## src/rtl/dbam_pkg.sv

```systemverilog
// Shared types and constants for the disk block allocation map.
package dbam_pkg;

	typedef struct packed {
		logic [2:0]  kind;
		logic [6:0]  track;
		logic [5:0]  sector;
		logic [39:0] load_map;
		logic [7:0]  load_free;
	} item_t;

	typedef struct packed {
		logic [7:0]  alloc_track;
		logic [5:0]  alloc_sector;
		logic [14:0] free_total;
		logic [39:0] read_map;
		logic [7:0]  read_free;
	} result_t;

	localparam logic [2:0] KIND_LOAD  = 3'd0;
	localparam logic [2:0] KIND_READ  = 3'd1;
	localparam logic [2:0] KIND_USED  = 3'd2;
	localparam logic [2:0] KIND_FREE  = 3'd3;
	localparam logic [2:0] KIND_ALLOC = 3'd4;
	localparam logic [2:0] KIND_COUNT = 3'd5;

	localparam logic [7:0] NO_TRACK     = 8'hff;
	// Zero-based index of the directory track, left out of the free total.
	localparam logic [7:0] EXCL_TRK_IDX = 8'd39;

	// Memory requests carry the widest address and map the design allows.
	typedef struct packed {
		logic        rd_en;
		logic [7:0]  rd_addr;
		logic        wr_en;
		logic [7:0]  wr_addr;
		logic [63:0] wr_map;
		logic [7:0]  wr_cnt;
	} mem_req_t;

	typedef struct packed {
		logic [63:0] map;
		logic [7:0]  cnt;
	} mem_rsp_t;

endpackage

```

## src/rtl/disk_block_allocation_map.sv

```systemverilog
// Disk block allocation map top level: free map and free count per track.
// Load writes its track when taken; read and mark read it, and mark writes it back;
// allocate stops at the first free sector, count scans all tracks (one track per cycle).
// One word is worked at a time; the next is taken once the result is registered.
// Reset clears per-track valid bits at once, so every track reads empty after reset.
module disk_block_allocation_map #(
	parameter int TRACKS            = 80,
	parameter int SECTORS_PER_TRACK = 40
) (
	input  logic              clk,
	input  logic              arst_n,
	input  logic              item_valid,
	output logic              item_stall,
	input  dbam_pkg::item_t   item,
	output logic              result_valid,
	input  logic              result_stall,
	output dbam_pkg::result_t result
);
	import dbam_pkg::*;

	mem_req_t req;
	mem_rsp_t rsp;

	dbam_ctrl #(
		.TRACKS            (TRACKS),
		.SECTORS_PER_TRACK (SECTORS_PER_TRACK)
	) u_ctrl (
		.clk          (clk),
		.arst_n       (arst_n),
		.item_valid   (item_valid),
		.item_stall   (item_stall),
		.item         (item),
		.result_valid (result_valid),
		.result_stall (result_stall),
		.result       (result),
		.req          (req),
		.rsp          (rsp)
	);

	dbam_mem #(
		.TRACKS            (TRACKS),
		.SECTORS_PER_TRACK (SECTORS_PER_TRACK)
	) u_mem (
		.clk    (clk),
		.arst_n (arst_n),
		.req    (req),
		.rsp    (rsp)
	);

endmodule

```

## src/rtl/dbam_mem.sv

```systemverilog
// Track entry memory: one synchronous read port, one write port, valid bits.
module dbam_mem #(
	parameter int TRACKS            = 80,
	parameter int SECTORS_PER_TRACK = 40
) (
	input  logic               clk,
	input  logic               arst_n,
	input  dbam_pkg::mem_req_t req,
	output dbam_pkg::mem_rsp_t rsp
);
	import dbam_pkg::*;

	localparam int TW = $clog2(TRACKS);
	localparam int MW = SECTORS_PER_TRACK;

	logic [MW+7:0]     mem_q [TRACKS];
	logic [TRACKS-1:0] valid_q;
	logic [MW+7:0]     rd_data_q;
	logic              rd_valid_q;

	always_ff @(posedge clk) begin
		if (req.wr_en) begin
			mem_q[req.wr_addr[TW-1:0]] <= {req.wr_map[MW-1:0], req.wr_cnt};
		end
		if (req.rd_en) begin
			rd_data_q <= mem_q[req.rd_addr[TW-1:0]];
		end
	end

	// An entry never written since reset reads as an empty track.
	always_ff @(posedge clk or negedge arst_n) begin
		if (!arst_n) begin
			valid_q    <= '0;
			rd_valid_q <= 1'b0;
		end else begin
			if (req.wr_en) begin
				valid_q[req.wr_addr[TW-1:0]] <= 1'b1;
			end
			if (req.rd_en) begin
				rd_valid_q <= valid_q[req.rd_addr[TW-1:0]];
			end
		end
	end

	assign rsp.map = rd_valid_q ? 64'(rd_data_q[MW+7:8]) : 64'd0;
	assign rsp.cnt = rd_valid_q ? rd_data_q[7:0] : 8'd0;

endmodule

```

## src/rtl/dbam_ctrl.sv

```systemverilog
// Sequencer: decodes a word, walks the track memory and builds the result.
module dbam_ctrl #(
	parameter int TRACKS            = 80,
	parameter int SECTORS_PER_TRACK = 40
) (
	input  logic               clk,
	input  logic               arst_n,
	input  logic               item_valid,
	output logic               item_stall,
	input  dbam_pkg::item_t    item,
	output logic               result_valid,
	input  logic               result_stall,
	output dbam_pkg::result_t  result,
	output dbam_pkg::mem_req_t req,
	input  dbam_pkg::mem_rsp_t rsp
);
	import dbam_pkg::*;

	localparam int TW = $clog2(TRACKS);

	typedef enum logic [1:0] {ST_IDLE, ST_RD, ST_SCAN, ST_FIN} state_t;

	state_t        state_q;
	logic [2:0]    kind_q;
	logic [5:0]    sector_q;
	logic [7:0]    idx_q;
	logic [TW-1:0] rd_idx_q;
	logic          iss_q;
	logic          chk_vld_s1;
	logic [TW-1:0] chk_idx_s1;
	logic [14:0]   sum_q;
	result_t       res_q;
	result_t       result_q;
	logic          result_valid_q;

	logic          take;
	logic          trk_ok;
	logic          sec_ok;
	logic [7:0]    item_idx;
	logic          is_mark;
	logic          found;
	logic [5:0]    first_sec;
	logic          chk_last;
	logic [14:0]   sum_nxt;
	logic          out_free;

	// Lowest set bit of a track map.
	function automatic logic [5:0] first_set(input logic [63:0] map);
		logic [5:0] idx;
		idx = 6'd0;
		for (int i = 63; i >= 0; i--) begin
			if (map[i]) begin
				idx = 6'(i);
			end
		end
		return idx;
	endfunction

	assign take     = item_valid && (state_q == ST_IDLE);
	assign trk_ok   = (item.track != 7'd0) && ({1'b0, item.track} <= 8'(TRACKS));
	assign sec_ok   = {1'b0, item.sector} < 7'(SECTORS_PER_TRACK);
	assign item_idx = {1'b0, item.track} - 8'd1;
	assign is_mark  = (kind_q == KIND_USED) || (kind_q == KIND_FREE);
	assign found    = rsp.map != 64'd0;
	assign first_sec = first_set(rsp.map);
	assign chk_last = chk_idx_s1 == TW'(TRACKS - 1);
	assign sum_nxt  = (8'(chk_idx_s1) == EXCL_TRK_IDX) ? sum_q : sum_q + 15'(rsp.cnt);
	assign out_free = !result_valid_q || !result_stall;

	always_comb begin
		req = '0;
		unique case (state_q)
			ST_IDLE: begin
				req.rd_addr = item_idx;
				req.wr_addr = item_idx;
				req.wr_map  = 64'(item.load_map);
				req.wr_cnt  = item.load_free;
				if (take) begin
					req.wr_en = (item.kind == KIND_LOAD) && trk_ok;
					req.rd_en = ((item.kind == KIND_READ) && trk_ok) ||
						(((item.kind == KIND_USED) || (item.kind == KIND_FREE)) &&
						trk_ok && sec_ok);
				end
			end
			ST_RD: begin
				// Read-modify-write of a mark completes here.
				req.wr_en   = is_mark;
				req.wr_addr = idx_q;
				if (kind_q == KIND_USED) begin
					req.wr_map = rsp.map & ~(64'd1 << sector_q);
					req.wr_cnt = rsp.cnt - 8'd1;
				end else begin
					req.wr_map = rsp.map | (64'd1 << sector_q);
					req.wr_cnt = rsp.cnt + 8'd1;
				end
			end
			ST_SCAN: begin
				req.rd_en   = iss_q;
				req.rd_addr = 8'(rd_idx_q);
				req.wr_en   = chk_vld_s1 && (kind_q == KIND_ALLOC) && found;
				req.wr_addr = 8'(chk_idx_s1);
				req.wr_map  = rsp.map & ~(64'd1 << first_sec);
				req.wr_cnt  = rsp.cnt - 8'd1;
			end
			ST_FIN: begin
				req = '0;
			end
			default: begin
				req = '0;
			end
		endcase
	end

	always_ff @(posedge clk or negedge arst_n) begin
		if (!arst_n) begin
			state_q        <= ST_IDLE;
			kind_q         <= KIND_LOAD;
			sector_q       <= '0;
			idx_q          <= '0;
			rd_idx_q       <= '0;
			iss_q          <= 1'b0;
			chk_vld_s1     <= 1'b0;
			chk_idx_s1     <= '0;
			sum_q          <= '0;
			res_q          <= '0;
			result_q       <= '0;
			result_valid_q <= 1'b0;
		end else begin
			// The scan issues one read a cycle and checks the previous one.
			chk_vld_s1 <= req.rd_en && (state_q == ST_SCAN);
			chk_idx_s1 <= rd_idx_q;
			if (!(state_q == ST_FIN && out_free) && !result_stall) begin
				result_valid_q <= 1'b0;
			end
			unique case (state_q)
				ST_IDLE: begin
					if (take) begin
						kind_q   <= item.kind;
						sector_q <= item.sector;
						idx_q    <= item_idx;
						rd_idx_q <= '0;
						sum_q    <= '0;
						res_q    <= '0;
						iss_q    <= (item.kind == KIND_ALLOC) || (item.kind == KIND_COUNT);
						priority if (req.rd_en) begin
							state_q <= ST_RD;
						end else if ((item.kind == KIND_ALLOC) ||
							(item.kind == KIND_COUNT)) begin
							state_q <= ST_SCAN;
						end else begin
							state_q <= ST_FIN;
						end
					end
				end
				ST_RD: begin
					if (kind_q == KIND_READ) begin
						res_q.read_map  <= 40'(rsp.map);
						res_q.read_free <= rsp.cnt;
					end
					state_q <= ST_FIN;
				end
				ST_SCAN: begin
					if (iss_q) begin
						rd_idx_q <= rd_idx_q + TW'(1);
						if (rd_idx_q == TW'(TRACKS - 1)) begin
							iss_q <= 1'b0;
						end
					end
					if (chk_vld_s1) begin
						if (kind_q == KIND_ALLOC) begin
							// Reads still issued after a hit are dropped once the scan ends.
							priority if (found) begin
								res_q.alloc_track  <= 8'(chk_idx_s1) + 8'd1;
								res_q.alloc_sector <= first_sec;
								state_q            <= ST_FIN;
							end else if (chk_last) begin
								res_q.alloc_track  <= NO_TRACK;
								res_q.alloc_sector <= 6'd0;
								state_q            <= ST_FIN;
							end
						end else begin
							sum_q <= sum_nxt;
							if (chk_last) begin
								res_q.free_total <= sum_nxt;
								state_q          <= ST_FIN;
							end
						end
					end
				end
				ST_FIN: begin
					if (out_free) begin
						result_q       <= res_q;
						result_valid_q <= 1'b1;
						state_q        <= ST_IDLE;
					end
				end
				default: begin
					state_q <= ST_IDLE;
				end
			endcase
		end
	end

	assign item_stall   = state_q != ST_IDLE;
	assign result_valid = result_valid_q;
	assign result       = result_q;

	a_wr_in_range: assert property (@(posedge clk) disable iff (!arst_n)
		req.wr_en |-> (req.wr_addr < 8'(TRACKS)))
		else $error("track memory written beyond the last track");

	a_rd_in_range: assert property (@(posedge clk) disable iff (!arst_n)
		req.rd_en |-> (req.rd_addr < 8'(TRACKS)))
		else $error("track memory read beyond the last track");

	a_result_from_fin: assert property (@(posedge clk) disable iff (!arst_n)
		$rose(result_valid_q) |-> $past(state_q == ST_FIN))
		else $error("result presented without a finished word");

	a_miss_sector: assert property (@(posedge clk) disable iff (!arst_n)
		(result_valid_q && (result_q.alloc_track == NO_TRACK) && (TRACKS < 255))
		|-> (result_q.alloc_sector == 6'd0))
		else $error("failed allocation returned a nonzero sector");

	a_no_write_and_read_in_rd: assert property (@(posedge clk) disable iff (!arst_n)
		(state_q == ST_RD) |-> !req.rd_en)
		else $error("read issued while a modify is being written back");

endmodule

```

## config.mk

```make
export PLATFORM = sky130hd
export DESIGN_NAME = disk_block_allocation_map
export DESIGN_NICKNAME = d
export VERILOG_FILES = /design/src/rtl/dbam_pkg.sv /design/src/rtl/disk_block_allocation_map.sv /design/src/rtl/dbam_mem.sv /design/src/rtl/dbam_ctrl.sv
export SDC_FILE = /design/constraint.sdc
export NUM_CORES = 2
export LEC_CHECK = 0
export ABC_AREA = 1
export BUFFER_PORTS_ARGS = -buffer_cell sky130_fd_sc_hd__buf_2
export CAP_MARGIN = 20
export CELL_PAD_IN_SITES_DETAIL_PLACEMENT = 0
export CELL_PAD_IN_SITES_GLOBAL_PLACEMENT = 1
export CORE_ASPECT_RATIO = 1.2
export CORE_UTILIZATION = 45
export CTS_BUF_LIST = sky130_fd_sc_hd__clkbuf_8 sky130_fd_sc_hd__clkbuf_16
export DETAILED_ROUTE_END_ITERATION = 12
export GPL_TIMING_DRIVEN = 0
export PLACE_DENSITY = 0.75
export SLEW_MARGIN = 40
export SYNTH_ARGS = -nofsm -noshare
export SYNTH_HDL_FRONTEND = slang
export SYNTH_SLANG_ARGS = --single-unit
```

## constraint.sdc

```tcl
create_clock -name clk -period 5.45 [get_ports clk]
set_clock_uncertainty 0.1 [all_clocks]
set_input_delay 1.09 -clock clk [delete_from_list [all_inputs] [get_ports clk]]
set_output_delay 1.09 -clock clk [all_outputs]
set_load 0.03 [all_outputs]
```

==> results.cfg <==
[status]
status = complete, but fails checks
violations = setup timing

[clock_tree]
clock_sinks = 4173
cts_buffer_depth = 4
worstSkewPairLatency_ps = 1040
cts-root-buf = clkbuf_16
path_clk_slew_ps = 70
cts_tree = yes
cts_buffers = 408
htree_levels = 5

[yosys]
synth_edf_count = 3888
yosysTopAreaCell = edfxtp_1
avgSynthCellArea_um2 = 12.5
yosys_warnings = 0
yosysTopAreaCellShare_pct = 70.2
netlist_instances = 13300
ys_async_sr_fraction_pct = 6.83
ys_ff_latch = 4173
seq_area_frac_synth_pct = 74.5
syn_area_um2 = 166000
synth_cell_types = 52
ys_dominant_reg_cell = edfxtp_1
syn_nets = 13300
yosys-top-cells-area = edfxtp_1, o21ai_0, nor2_1

[floorplan]
dieArea_um2 = 372000
fp.dieH_um = 668
start_util_pct = 45.2
fp.dieW_um = 557
num_rows = 244
core-area_um2 = 368000
ios = 147

[worst_hold_path]
whs_path_depth = 2
min_from = item[53]
hold_path.class = in2reg

[worst_setup_path]
r2r_cells = 17
worstPathCellList = inv_1, ha_1, inv_2, o21ai_4, clkbuf_4, buf_4, buf_6, buf_4, buf_2, nor2_1, o22ai_1, nor2_1, o22ai_1, nor2_4, o22ai_4, nand2_1, nand2_1
cpPeakStageDelay_ps = 670
critPathKind = reg2reg
cp.required_ps = 6250
crit_path_start = u_ctrl.state_q[0]
crit_path_end_kind = register
critPathArrivalTime_ps = 6480
crit_fanout = 10
cp_slowest_cell = o22ai_1
start_kind = register
cp.depth = 17
critPathTopFamily = buffers and inverters
crit_buf_inv = 7
reg2reg_from = u_ctrl.state_q[0]

[timing]
slew-limit-headroom_pct = 32.4
max_freq_mhz = 176
fin_crit_sh_pct = 104
setup_viol = 40
timing.hold.ws_ps = 232
fin_setup_tns_ps = -4400
finalHoldViolations = 0
rsz0062_at_grt = yes
maxSlewViolCount = 0
tightest_slew_ps = 1010
setup_ws_ps = -234
period_needed_ps = 5680

[finish]
fin_nets = 14500
multiInputGateArea_um2 = 40000
stdcell_count = 19700
drive_above_1_share_pct = 13.7
seqCellArea_um2 = 124000
fillers = 30000
syn_to_final_growth_pct = 21.3

[placement]
preCtsSetupSlack_ps = -2480
gp_congestion = 1.07
port_buffers = 146
placed_cells = 18900
dp_hpwl_um = 520000

[grt]
grt_start_max_net_pins = 78
grt_use_total_pct = 37.0
grt_pass1_wl_um = 941000
antenna_found_initial = 78
grt_pass1_vias = 115000
grt_remaining_overflow = 0

[pwr]
total_power_mw = 147
p_per_area_nw_per_um2 = 728
leakage_nw = 68.1
ir_drop_uv = 438

[routing]
drtIter0Drc = 21600
wirelength_um = 700000
vias = 125000
viasPerCell = 6.34
wire_per_inst_um = 35.5
firstDrtPassIters = 7
post-route-drc-count = 0
ant_nets = 0

[run]
maxCapViolCount = 0
[synth_stat cells (2+ instances only)]
master,instances
inv_1,239
nand2_2,24
nor3b_1,3
or2_2,4
o21ai_1,394
buf_2,55
nor2_1,2834
nand2_1,493
xnor2_1,2
nor3_1,25
o21bai_1,13
nand4_1,18
buf_4,7
o211ai_1,14
o41ai_1,2
inv_2,35
or2_1,65
nand2_4,9
o221ai_1,20
xor2_1,14
a31oi_1,9
nand3_1,110
o311ai_0,3
o22ai_1,1214
o31ai_1,9
nor2_2,2
o32ai_1,43
mux2_2,19
buf_6,3
a21oi_1,96
clkinv_1,2
nor2_4,5
edfxtp_1,3888
o21ai_0,2375
buf_1,41
clkbuf_1,841
a311oi_1,6
ha_1,19
dfrtp_1,285
[cells in the final DEF (no fill, tap or decap), drive strengths merged, types with 17 or more instances in the layout]
cell type  netlist  layout
edfxtp        3888    3888
nor2          2842    2842
o21ai         2769    2769
clkbuf         841    1257
o22ai         1214    1214
buf            107     854
nand2          527     527
inv            274     374
dfrtp          285     285
clkinv           2     176
nand3          111     111
a21oi           96      96
or2             70      70
diode            0      46
o32ai           43      43
bufinv           0      38
nor3            25      25
o221ai          20      20
nand4           20      20
mux2            19      19
ha              19      19
clkinvlp         0      17
[per-layer routing]
| metal | part of all wire (%) | GRT usage (%) |
|---|---|---|
| met5 | 0.030 | 0 |
| met3 | 14 | 12.2 |
| met2 | 43 | 54.7 |
| met4 | 8.8 | 27.2 |
| met1 | 34 | 45.4 |
[layout make-up]
cell class / instances / area share [%]
Multi-Input combinational cell: 7856 / 19.8
Tap cell: 4920 / 3.05
Clock buffer: 422 / 5.21
Inverter: 276 / 0.518
Sequential cell: 4173 / 61.4
Buffer: 943 / 2.05
Timing Repair Buffer: 747 / 6.58
Antenna cell: 46 / 0.0570
Clock inverter: 329 / 1.33
[worst paths after layout]
path,endpoint,slack [ps]
setup / recovery,u_mem.rd_data_q[37],-230
hold / removal,u_ctrl.sector_q[5],230
setup reg to reg,u_mem.rd_data_q[37],-230
hold reg to reg,u_ctrl.chk_idx_s1[6],290
max in group asynchronous,u_mem.valid_q[68],3640
min in group asynchronous,u_ctrl.res_q[4],500
[state kept, by name, summed over array words and instances (netlist names), 2 cells and up]
name	cells
u_mem.mem_q	3840
u_mem.valid_q	80
u_ctrl.res_q	77
u_ctrl.result	77
u_mem.rd_data_q	48
u_ctrl.sum_q	15
u_ctrl.chk_idx_s1	7
u_ctrl.idx_q	7
u_ctrl.rd_idx_q	7
u_ctrl.sector_q	6
u_ctrl.kind_q	3
u_ctrl.state_q	2
[report_power, final]
part / switching [mW] / internal (mW) / leakage (nW)
clock network: 12.6 / 15.8 / 6.77
logic: 56.4 / 17.5 / 22.2
registers: 0.555 / 44.1 / 39.2
total: 69.5 / 77.4 / 68.1
[per-stage QoR]
stage | util, % | cell area (um^2)
6_report | 54.9 | 202000
5_1_grt | 54.8 | 202000
4_1_cts | 54.7 | 201000
3_5_place_dp | 50.9 | 187000
3_3_place_gp | 47.1 | 173000
2_1_floorplan | - | 166000
[cells by family after synthesis]
kind of cell	after synthesis	share of synthesized area [%]
XOR/XNOR	16	0.0843
buffers and inverters	1224	2.84
AO/OA/AOI/OAI	4202	13.8
multiplexers	19	0.129
AND/OR/NAND/NOR	3599	8.51
flip-flops	4173	74.5
adder cells (fa/ha/maj)	20	0.155
[what timing repair did]
action                     in CTS  in global routing
gates resized for setup       187                152
pin swaps                       1                  5
hold endpoints to repair       51                  0
hold buffers                    1                  0
buffers inserted                0                  5
setup endpoints to repair      49                181
No activity file was read; power rests on OpenSTA's default activity.
